===== src/hdl/ssst_pkg.sv =====
// Package for the sortable search table: sizes, operation codes, engine states
// and the request and result records passed between the engine and the top level.
// Depends on nothing.
package ssst_pkg;

  localparam int DEPTH = 64;
  localparam int IDX_W = $clog2(DEPTH);
  localparam int LEN_W = $clog2(DEPTH + 1);
  localparam int VAL_W = 10;
  localparam int OP_W  = 3;
  localparam int CNT_W = 12;
  localparam int CFG_W = 7;

  localparam logic [CFG_W-1:0] LENGTH_RESET = CFG_W'(64);

  typedef enum logic [OP_W-1:0] {
    OP_LOAD    = 3'd0,
    OP_SORT    = 3'd1,
    OP_BSEARCH = 3'd2,
    OP_LSEARCH = 3'd3,
    OP_READ    = 3'd4
  } op_t;

  typedef enum logic [3:0] {
    ST_IDLE,
    ST_SORT_RDS,
    ST_SORT_WS,
    ST_SORT_RDI,
    ST_SORT_CMP,
    ST_SORT_WR1,
    ST_SORT_WR2,
    ST_BS_RD,
    ST_BS_CMP,
    ST_LS_RD,
    ST_LS_CMP,
    ST_RD_ISSUE,
    ST_RD_CAP,
    ST_DONE
  } state_t;

  typedef struct packed {
    logic [OP_W-1:0]  operation;
    logic [VAL_W-1:0] value;
    logic [IDX_W-1:0] index;
  } req_t;

  typedef struct packed {
    logic             found;
    logic [IDX_W-1:0] position;
    logic [CNT_W-1:0] op_count;
    logic [VAL_W-1:0] read_value;
  } res_t;

endpackage


===== src/hdl/ssst_ram.sv =====
// Generic single-port-write, single-port-read RAM with a registered read.
// Depends on nothing.
module ssst_ram #(
  parameter int WIDTH = 8,
  parameter int DEPTH = 16
) (
  input  logic                     clk,
  input  logic                     we,
  input  logic [$clog2(DEPTH)-1:0] waddr,
  input  logic [WIDTH-1:0]         wdata,
  input  logic                     re,
  input  logic [$clog2(DEPTH)-1:0] raddr,
  output logic [WIDTH-1:0]         rdata
);

  logic [WIDTH-1:0] mem_r [DEPTH];
  logic [WIDTH-1:0] rdata_r;

  always_ff @(posedge clk) begin
    if (we) begin
      mem_r[waddr] <= wdata;
    end
    if (re) begin
      rdata_r <= mem_r[raddr];
    end
  end

  assign rdata = rdata_r;

endmodule


===== src/hdl/ssst_engine.sv =====
// Sequencer for the sortable search table: runs load, sort, searches and read
// against the table RAM, one access per cycle. Depends on ssst_pkg.
module ssst_engine (
  input  logic                        clk,
  input  logic                        rst_n,
  input  logic                        req_valid,
  output logic                        req_ready,
  input  ssst_pkg::req_t              req,
  input  logic [ssst_pkg::LEN_W-1:0]  n_used,
  output logic                        res_valid,
  input  logic                        res_ready,
  output ssst_pkg::res_t              res,
  output logic                        mem_we,
  output logic [ssst_pkg::IDX_W-1:0]  mem_waddr,
  output logic [ssst_pkg::VAL_W-1:0]  mem_wdata,
  output logic                        mem_re,
  output logic [ssst_pkg::IDX_W-1:0]  mem_raddr,
  input  logic [ssst_pkg::VAL_W-1:0]  mem_rdata
);
  import ssst_pkg::*;

  state_t           state_r, state_nxt;
  logic [VAL_W-1:0] key_r, key_nxt;
  logic [IDX_W-1:0] idx_r, idx_nxt;
  logic [LEN_W-1:0] n_r, n_nxt;
  logic [LEN_W-1:0] s_r, s_nxt;
  logic [LEN_W-1:0] i_r, i_nxt;
  logic [IDX_W-1:0] m_r, m_nxt;
  logic [VAL_W-1:0] minv_r, minv_nxt;
  logic [VAL_W-1:0] sv_r, sv_nxt;
  logic [LEN_W-1:0] lo_r, lo_nxt;
  logic [LEN_W-1:0] hi1_r, hi1_nxt;
  logic [IDX_W-1:0] mid_r, mid_nxt;
  logic             found_r, found_nxt;
  logic [IDX_W-1:0] pos_r, pos_nxt;
  logic [CNT_W-1:0] cnt_r, cnt_nxt;
  logic [VAL_W-1:0] rv_r, rv_nxt;

  logic             new_min;
  logic [CNT_W:0]   cnt_sum;
  logic [CNT_W-1:0] cnt_sat;
  logic [LEN_W:0]   mid_sum;
  logic [IDX_W-1:0] mid_w;

  // A new minimum costs one extra count on top of the comparison.
  assign new_min = (mem_rdata < minv_r);
  assign cnt_sum = {1'b0, cnt_r} + (((state_r == ST_SORT_CMP) && new_min) ?
                   (CNT_W+1)'(2) : (CNT_W+1)'(1));
  assign cnt_sat = cnt_sum[CNT_W] ? {CNT_W{1'b1}} : cnt_sum[CNT_W-1:0];

  // hi1 holds hi + 1, so the probe is floor((lo + hi1 - 1) / 2) while lo < hi1.
  assign mid_sum = {1'b0, lo_r} + {1'b0, hi1_r} - (LEN_W+1)'(1);
  assign mid_w   = mid_sum[IDX_W:1];

  always_ff @(posedge clk) begin
    if (!rst_n) begin
      state_r <= ST_IDLE;
    end else begin
      state_r <= state_nxt;
    end
  end

  always_ff @(posedge clk) begin
    key_r   <= key_nxt;
    idx_r   <= idx_nxt;
    n_r     <= n_nxt;
    s_r     <= s_nxt;
    i_r     <= i_nxt;
    m_r     <= m_nxt;
    minv_r  <= minv_nxt;
    sv_r    <= sv_nxt;
    lo_r    <= lo_nxt;
    hi1_r   <= hi1_nxt;
    mid_r   <= mid_nxt;
    found_r <= found_nxt;
    pos_r   <= pos_nxt;
    cnt_r   <= cnt_nxt;
    rv_r    <= rv_nxt;
  end

  always_comb begin
    state_nxt = state_r;
    key_nxt   = key_r;
    idx_nxt   = idx_r;
    n_nxt     = n_r;
    s_nxt     = s_r;
    i_nxt     = i_r;
    m_nxt     = m_r;
    minv_nxt  = minv_r;
    sv_nxt    = sv_r;
    lo_nxt    = lo_r;
    hi1_nxt   = hi1_r;
    mid_nxt   = mid_r;
    found_nxt = found_r;
    pos_nxt   = pos_r;
    cnt_nxt   = cnt_r;
    rv_nxt    = rv_r;
    req_ready = 1'b0;
    res_valid = 1'b0;
    mem_we    = 1'b0;
    mem_waddr = '0;
    mem_wdata = '0;
    mem_re    = 1'b0;
    mem_raddr = '0;

    unique case (state_r)
      ST_IDLE: begin
        req_ready = 1'b1;
        if (req_valid) begin
          key_nxt   = req.value;
          idx_nxt   = req.index;
          n_nxt     = n_used;
          s_nxt     = '0;
          i_nxt     = '0;
          lo_nxt    = '0;
          hi1_nxt   = n_used;
          found_nxt = 1'b0;
          pos_nxt   = '0;
          cnt_nxt   = '0;
          rv_nxt    = '0;
          unique case (req.operation)
            OP_LOAD: begin
              mem_we    = 1'b1;
              mem_waddr = req.index;
              mem_wdata = req.value;
              state_nxt = ST_DONE;
            end
            OP_SORT:    state_nxt = (n_used >= LEN_W'(2)) ? ST_SORT_RDS : ST_DONE;
            OP_BSEARCH: state_nxt = ST_BS_RD;
            OP_LSEARCH: state_nxt = ST_LS_RD;
            OP_READ:    state_nxt = ST_RD_ISSUE;
            default:    state_nxt = ST_DONE;
          endcase
        end
      end
      ST_SORT_RDS: begin
        mem_re    = 1'b1;
        mem_raddr = s_r[IDX_W-1:0];
        state_nxt = ST_SORT_WS;
      end
      ST_SORT_WS: begin
        sv_nxt    = mem_rdata;
        minv_nxt  = mem_rdata;
        m_nxt     = s_r[IDX_W-1:0];
        i_nxt     = s_r + LEN_W'(1);
        state_nxt = ST_SORT_RDI;
      end
      ST_SORT_RDI: begin
        mem_re    = 1'b1;
        mem_raddr = i_r[IDX_W-1:0];
        state_nxt = ST_SORT_CMP;
      end
      ST_SORT_CMP: begin
        cnt_nxt = cnt_sat;
        if (new_min) begin
          m_nxt    = i_r[IDX_W-1:0];
          minv_nxt = mem_rdata;
        end
        if ((i_r + LEN_W'(1)) < n_r) begin
          i_nxt     = i_r + LEN_W'(1);
          state_nxt = ST_SORT_RDI;
        end else begin
          state_nxt = ST_SORT_WR1;
        end
      end
      ST_SORT_WR1: begin
        mem_we    = 1'b1;
        mem_waddr = s_r[IDX_W-1:0];
        mem_wdata = minv_r;
        state_nxt = ST_SORT_WR2;
      end
      ST_SORT_WR2: begin
        // When the minimum was already in place this rewrites the same value.
        mem_we    = 1'b1;
        mem_waddr = m_r;
        mem_wdata = sv_r;
        s_nxt     = s_r + LEN_W'(1);
        state_nxt = ((s_r + LEN_W'(2)) < n_r) ? ST_SORT_RDS : ST_DONE;
      end
      ST_BS_RD: begin
        if (lo_r < hi1_r) begin
          mem_re    = 1'b1;
          mem_raddr = mid_w;
          mid_nxt   = mid_w;
          state_nxt = ST_BS_CMP;
        end else begin
          state_nxt = ST_DONE;
        end
      end
      ST_BS_CMP: begin
        cnt_nxt = cnt_sat;
        if (mem_rdata == key_r) begin
          found_nxt = 1'b1;
          pos_nxt   = mid_r;
          state_nxt = ST_DONE;
        end else if (mem_rdata < key_r) begin
          lo_nxt    = LEN_W'(mid_r) + LEN_W'(1);
          state_nxt = ST_BS_RD;
        end else begin
          hi1_nxt   = LEN_W'(mid_r);
          state_nxt = ST_BS_RD;
        end
      end
      ST_LS_RD: begin
        if (i_r < n_r) begin
          mem_re    = 1'b1;
          mem_raddr = i_r[IDX_W-1:0];
          state_nxt = ST_LS_CMP;
        end else begin
          state_nxt = ST_DONE;
        end
      end
      ST_LS_CMP: begin
        cnt_nxt = cnt_sat;
        if (mem_rdata == key_r) begin
          found_nxt = 1'b1;
          pos_nxt   = i_r[IDX_W-1:0];
          state_nxt = ST_DONE;
        end else if (key_r < mem_rdata) begin
          state_nxt = ST_DONE;
        end else begin
          i_nxt     = i_r + LEN_W'(1);
          state_nxt = ST_LS_RD;
        end
      end
      ST_RD_ISSUE: begin
        mem_re    = 1'b1;
        mem_raddr = idx_r;
        state_nxt = ST_RD_CAP;
      end
      ST_RD_CAP: begin
        rv_nxt    = mem_rdata;
        state_nxt = ST_DONE;
      end
      ST_DONE: begin
        res_valid = 1'b1;
        if (res_ready) begin
          state_nxt = ST_IDLE;
        end
      end
      default: state_nxt = ST_IDLE;
    endcase
  end

  assign res = '{found: found_r, position: pos_r, op_count: cnt_r, read_value: rv_r};

  a_no_rw_overlap: assert property (@(posedge clk) disable iff (!rst_n)
    !(mem_we && mem_re))
    else $error("table read and write issued in the same cycle");

  a_one_item: assert property (@(posedge clk) disable iff (!rst_n)
    !(req_ready && res_valid))
    else $error("new item taken while a result is pending");

  a_found_probed: assert property (@(posedge clk) disable iff (!rst_n)
    (res_valid && res.found) |-> (res.op_count != '0))
    else $error("key reported found without any probe");

  a_swap_second: assert property (@(posedge clk) disable iff (!rst_n)
    (state_r == ST_SORT_WR1) |=> (mem_we && (mem_waddr == $past(m_r))))
    else $error("swap did not write the old entry to the minimum slot");

  a_bs_bounds: assert property (@(posedge clk) disable iff (!rst_n)
    (state_r == ST_BS_RD) |-> (lo_r <= hi1_r))
    else $error("binary search bounds crossed");

endmodule


===== src/hdl/selection_sort_search_table.sv =====
// Sortable search table: a 64-entry table of 10-bit values with load, selection sort,
// binary search, ordered linear search and read, one result per item. An item waits in
// the sequencer while the previous result sits in the output register. Every table read
// goes through the one registered RAM read port. A search reads one entry per probe; each
// pass of a sort reads its first entry, reads and compares each remaining entry in turn,
// then writes the swap with two writes; a sort over fewer than two entries goes straight
// to its result. Depends on ssst_pkg, ssst_ram and ssst_engine.
module selection_sort_search_table (
  input  logic                       clk,
  input  logic                       rst_n,
  input  logic                       in_valid,
  output logic                       in_ready,
  input  logic [ssst_pkg::OP_W-1:0]  in_operation,
  input  logic [ssst_pkg::VAL_W-1:0] in_value,
  input  logic [ssst_pkg::IDX_W-1:0] in_index,
  output logic                       out_valid,
  input  logic                       out_ready,
  output logic                       out_found,
  output logic [ssst_pkg::IDX_W-1:0] out_position,
  output logic [ssst_pkg::CNT_W-1:0] out_op_count,
  output logic [ssst_pkg::VAL_W-1:0] out_read_value,
  input  logic                       cfg_wr_en,
  input  logic [ssst_pkg::CFG_W-1:0] cfg_wr_data
);
  import ssst_pkg::*;

  logic [CFG_W-1:0] length_r;
  logic [LEN_W-1:0] n_used;
  req_t             req;
  res_t             res;
  logic             res_valid;
  logic             res_ready;
  logic             out_valid_r;
  res_t             out_res_r;
  logic             mem_we;
  logic [IDX_W-1:0] mem_waddr;
  logic [VAL_W-1:0] mem_wdata;
  logic             mem_re;
  logic [IDX_W-1:0] mem_raddr;
  logic [VAL_W-1:0] mem_rdata;

  always_ff @(posedge clk) begin
    if (!rst_n) begin
      length_r <= LENGTH_RESET;
    end else if (cfg_wr_en) begin
      length_r <= cfg_wr_data;
    end
  end

  // Lengths past the table size use the whole table.
  assign n_used = (length_r > CFG_W'(DEPTH)) ? LEN_W'(DEPTH) : LEN_W'(length_r);

  assign req = '{operation: in_operation, value: in_value, index: in_index};

  ssst_engine u_engine (
    .clk       (clk),
    .rst_n     (rst_n),
    .req_valid (in_valid),
    .req_ready (in_ready),
    .req       (req),
    .n_used    (n_used),
    .res_valid (res_valid),
    .res_ready (res_ready),
    .res       (res),
    .mem_we    (mem_we),
    .mem_waddr (mem_waddr),
    .mem_wdata (mem_wdata),
    .mem_re    (mem_re),
    .mem_raddr (mem_raddr),
    .mem_rdata (mem_rdata)
  );

  ssst_ram #(
    .WIDTH (VAL_W),
    .DEPTH (DEPTH)
  ) u_table (
    .clk   (clk),
    .we    (mem_we),
    .waddr (mem_waddr),
    .wdata (mem_wdata),
    .re    (mem_re),
    .raddr (mem_raddr),
    .rdata (mem_rdata)
  );

  assign res_ready = !out_valid_r || out_ready;

  always_ff @(posedge clk) begin
    if (!rst_n) begin
      out_valid_r <= 1'b0;
    end else if (res_valid && res_ready) begin
      out_valid_r <= 1'b1;
    end else if (out_ready) begin
      out_valid_r <= 1'b0;
    end
  end

  always_ff @(posedge clk) begin
    if (res_valid && res_ready) begin
      out_res_r <= res;
    end
  end

  assign out_valid      = out_valid_r;
  assign out_found      = out_res_r.found;
  assign out_position   = out_res_r.position;
  assign out_op_count   = out_res_r.op_count;
  assign out_read_value = out_res_r.read_value;

endmodule


===== config.mk =====
export PLATFORM = sky130hd
export DESIGN_NAME = selection_sort_search_table
export DESIGN_NICKNAME = d
export VERILOG_FILES = /design/src/hdl/ssst_pkg.sv /design/src/hdl/ssst_ram.sv /design/src/hdl/ssst_engine.sv /design/src/hdl/selection_sort_search_table.sv
export SDC_FILE = /design/constraint.sdc
export NUM_CORES = 1
export LEC_CHECK = 0
export BUFFER_PORTS_ARGS = -buffer_cell sky130_fd_sc_hd__buf_2
export CAP_MARGIN = 0
export CORE_ASPECT_RATIO = 1.1
export CORE_MARGIN = 2
export CORE_UTILIZATION = 59
export CTS_CLUSTER_SIZE = 10
export DETAILED_ROUTE_END_ITERATION = 8
export GPL_TIMING_DRIVEN = 0
export PLACE_DENSITY = 0.75
export SLEW_MARGIN = 20
export SYNTH_ARGS = -nofsm -noshare
export SYNTH_HDL_FRONTEND = slang
export SYNTH_SLANG_ARGS = --single-unit

===== constraint.sdc =====
create_clock -name clk -period 4.9 [get_ports clk]
set_clock_uncertainty 0.05 [all_clocks]
set_input_delay 0.98 -clock clk [delete_from_list [all_inputs] [get_ports clk]]
set_output_delay 0.98 -clock clk [all_outputs]
set_load 0.005 [all_outputs]

==> flow_summary.ini <==
[worst_hold_path]
hp-class = reg -> reg

[sta]
maxSlewHeadroom_pct = 20.0
min_period_ns = 4.91
finalHoldViolations = 0
fmax_mhz = 204
slew_viol_final = 0
finalCritPeriodShare_pct = 100
worst_pin_slew_ns = 1.20
setup-violations-final = 1
layout_setup_ws_ns = -0.0122

[worst_setup_path]
slowest_delay_ns = 0.59
critPathCaptureType = register
slowest_stage = nor4_1
criticalPathCategory = reg -> reg
crit_buf_inv = 3
required_ns = 5.30
worstPathMaxFanout = 10
cpLargestDelayFamily = simple AND/OR/NAND/NOR gates
crit_arrival_ns = 5.31
crit_path_frequent_cell = buf_2
cp_cell_sequence = ha_1 -> a211oi_1 -> nor2_1 -> nor4b_1 -> nand2_2 -> nand2_2 -> buf_2 -> buf_2 -> buf_2 -> nand2_1 -> a31oi_1 -> o22ai_1 -> nor4_1 -> and3_1
startpoint_type = register

[synth]
synthSimpleGateAreaFrac_pct = 10.8
synth_fa_ha_area_share_pct = 2.29
synthXorXnorAreaFrac_pct = 0.828
synth_seq_area_share_pct = 70.9
syn_nets = 2506
syn_area_per_cell_sq_um = 14.0
synthArstFlopShare_pct = 0
synth-compound-area-share_pct = 9.60
synth-warning-count = 0
synth_cells = 2415
synth_cell_types = 76
synthMuxAreaShare_pct = 2.88
syn_area_sq_mm = 0.0339
synth-main-ff-cell = edfxtp_1
yosys_register_bits = 803
synth_edf_count = 791
synth_top_family_by_area = simple AND/OR/NAND/NOR gates

[cts]
cts_setup_buffers = 0
cts_hold_buf = 0
clock-sinks = 803
clk_pin_slew_ns = 0.06
cts_tree = yes
cts.path.max_buffers = 3
cts_inserted_buffers = 91
root_buffer = clkbuf_16
ctsHtreeMaxLevel = 3
clk_latency_ns = 0.64

[power]
power.total_w = 0.0217
peakVddDrop_mv = 0.280
p_per_area_mw_per_mm2 = 571
p_leak_nw = 13.6

[route]
dr_total_vias = 22200
ant_nets = 0
drc = 0
viasPerCell = 6.60
dr.pass1.iters = 7
wire_per_inst_um = 27.2
drt-initial-drc-count = 3111
wl_mm = 91.5

[grt]
grt.total_usage_pct = 30.7
grt_overflow = 0
antenna_found_initial = 2
grt_max_degree = 65
first_global_vias = 21700
grt_pass1_wl_mm = 133

[cells_and_area]
stdcell_area_sq_mm = 0.0381
diodes = 0
final_nets = 2671
fin_util_pct = 66.8
layout-drive-gt1-share_pct = 12.7
syn_to_final_growth_pct = 12.4

[floorplanning]
rows = 92
die_w_um = 232
dieArea_sq_mm = 0.0593
core_area_sq_mm = 0.0570
start_util_pct = 59.4
die_h_um = 255
io_pins = 62

[status]
violations = negative setup slack
outcome = finished with violations

[placed_design]
place_congestion = 0.959
post_dp_cell_area_sq_mm = 0.0354
dp_hpwl_mm = 61.2
portBuffers = 60
preCtsSetupSlack_ns = -0.219

[run]
drv_cap = 0
synth_stat cells, drive strengths merged (40+ instances only):
cell	instances	area share (%)
edfxtp	791	70
nand2	347	3.9
nor2	142	1.6
a211oi	108	2.5
and3	101	1.9
nand3	84	1.3
buf	74	1.3
clkbuf	68	0.75
inv	68	0.75
a21oi	63	0.93
ha	58	2.1
a31oi	54	1.0
mux2i	49	1.4
o21ai	40	0.59
metal layers:
metal / track usage, % / wire length [um] / vias up / part of all wire, %
met2: 51.3 / 44700 / 1519 / 49
met5: 0 / 13 / - / 0.014
met3: 5.34 / 9550 / 270 / 10
met4: 15.2 / 4460 / 2 / 4.9
met1: 38.9 / 32700 / 10900 / 36
li1: - / - / 9540 / -
cell type report:
| cell class | count | area (sq um) |
|---|---|---|
| sequential | 803 | 24000 |
| fill | 3948 | 18900 |
| multi-input combinational | 1402 | 9060 |
| clock buffer | 119 | 2460 |
| tap | 752 | 941 |
| buffer | 142 | 697 |
| timing repair buffer | 72 | 533 |
| inverter | 68 | 270 |
| clock inverter | 7 | 95.1 |
timing repair:
action / 4_1_cts / 5_1_grt
pin swaps: 0 / 1
resized for setup: 4 / 26
endpoints found under the setup margin: 7 / 396
power by group:
part	internal [W]	switching [W]	total, W
logic	0.00213	0.00476	0.00689
registers	0.00848	0.000310	0.00879
clock network	0.00351	0.00254	0.00605
total	0.0141	0.00761	0.0217
cells in the final DEF, fill, tap and decap left out, types with 12 or more instances in the layout:
cell / netlist / layout
a211oi_1: 100 / 100
a21oi_1: 63 / 63
a222oi_1: 15 / 15
a22o_1: 16 / 16
a22oi_1: 19 / 19
a31oi_1: 53 / 53
a32oi_1: 18 / 18
and2_1: 15 / 15
and3_1: 101 / 101
buf_2: 49 / 109
buf_4: 11 / 14
clkbuf_1: 68 / 88
clkbuf_16: 0 / 94
dfxtp_1: 12 / 12
edfxtp_1: 791 / 791
ha_1: 58 / 58
inv_1: 68 / 58
mux2i_1: 49 / 49
mux4_2: 18 / 18
nand2_1: 345 / 344
nand2b_1: 15 / 15
nand3_1: 83 / 83
nand4_1: 12 / 12
nor2_1: 142 / 123
nor2_2: 0 / 19
nor2b_1: 22 / 21
nor3_1: 22 / 19
o21ai_0: 38 / 37
o21bai_1: 14 / 14
o22ai_1: 19 / 19
xnor2_1: 19 / 18
xor2_1: 13 / 13
worst register-to-register path, cell delays in order, from the launching register on:
cell and delay [ns]:
edfxtp_1 0.56, ha_1 0.38, a211oi_1 0.23, nor2_1 0.11, nor4b_1 0.34, nand2_2 0.32
nand2_2 0.31, buf_2 0.25, buf_2 0.32, buf_2 0.36, nand2_1 0.10, a31oi_1 0.26
o22ai_1 0.17, nor4_1 0.59, and3_1 0.37
per-stage QoR:
step                hold slack (ns)  cells  TNS (ns)
global placement              0.350   3227    -44.47
floorplan                     0.350   2415         0
global route                  0.380   3365    -0.164
finish                        0.365   3365   -0.0122
CTS                           0.367   3363         0
detailed placement            0.355   3237    -0.994
path summary, 6_finish.rpt:
kind / slack, ns / start / depth (start not counted) / to
min reg2reg: 0.37 / u_engine.rv_r[4] / 0 / out_read_value[4]
min: 0.37 / u_engine.rv_r[4] / 0 / out_read_value[4]
max: -0.01 / u_engine.i_r[4] / 14 / u_table.rdata[7]
max reg2reg: -0.01 / u_engine.i_r[4] / 14 / u_table.rdata[7]
state kept, by name, indices dropped and copies added (netlist names), 4 cells and up:
register / count
u_table.mem_r: 640
u_engine.s_r: 7
u_engine.rv_r: 10
u_engine.m_r: 6
u_engine.idx_r: 6
u_engine.key_r: 10
out_position: 6
u_engine.pos_r: 6
u_engine.n_r: 7
u_engine.minv_r: 10
u_engine.i_r: 7
out_op_count: 12
u_engine.cnt_r: 12
out_read_value: 10
u_engine.state_r: 4
u_table.rdata: 10
u_engine.mid_r: 6
length_r: 7
u_engine.hi1_r: 7
u_engine.lo_r: 7
u_engine.sv_r: 10
cell families (layout without fill, tap and decap cells):
family                   after synthesis  after routing
multiplexers                          74             74
XOR/XNOR                              32             32
AO/OA/AOI/OAI                        443            443
flip-flops                           803            803
adder cells (fa/ha/maj)               61             61
AND/OR/NAND/NOR                      792            792
buffers and inverters                210            408
(Power assumes the default switching activity.)
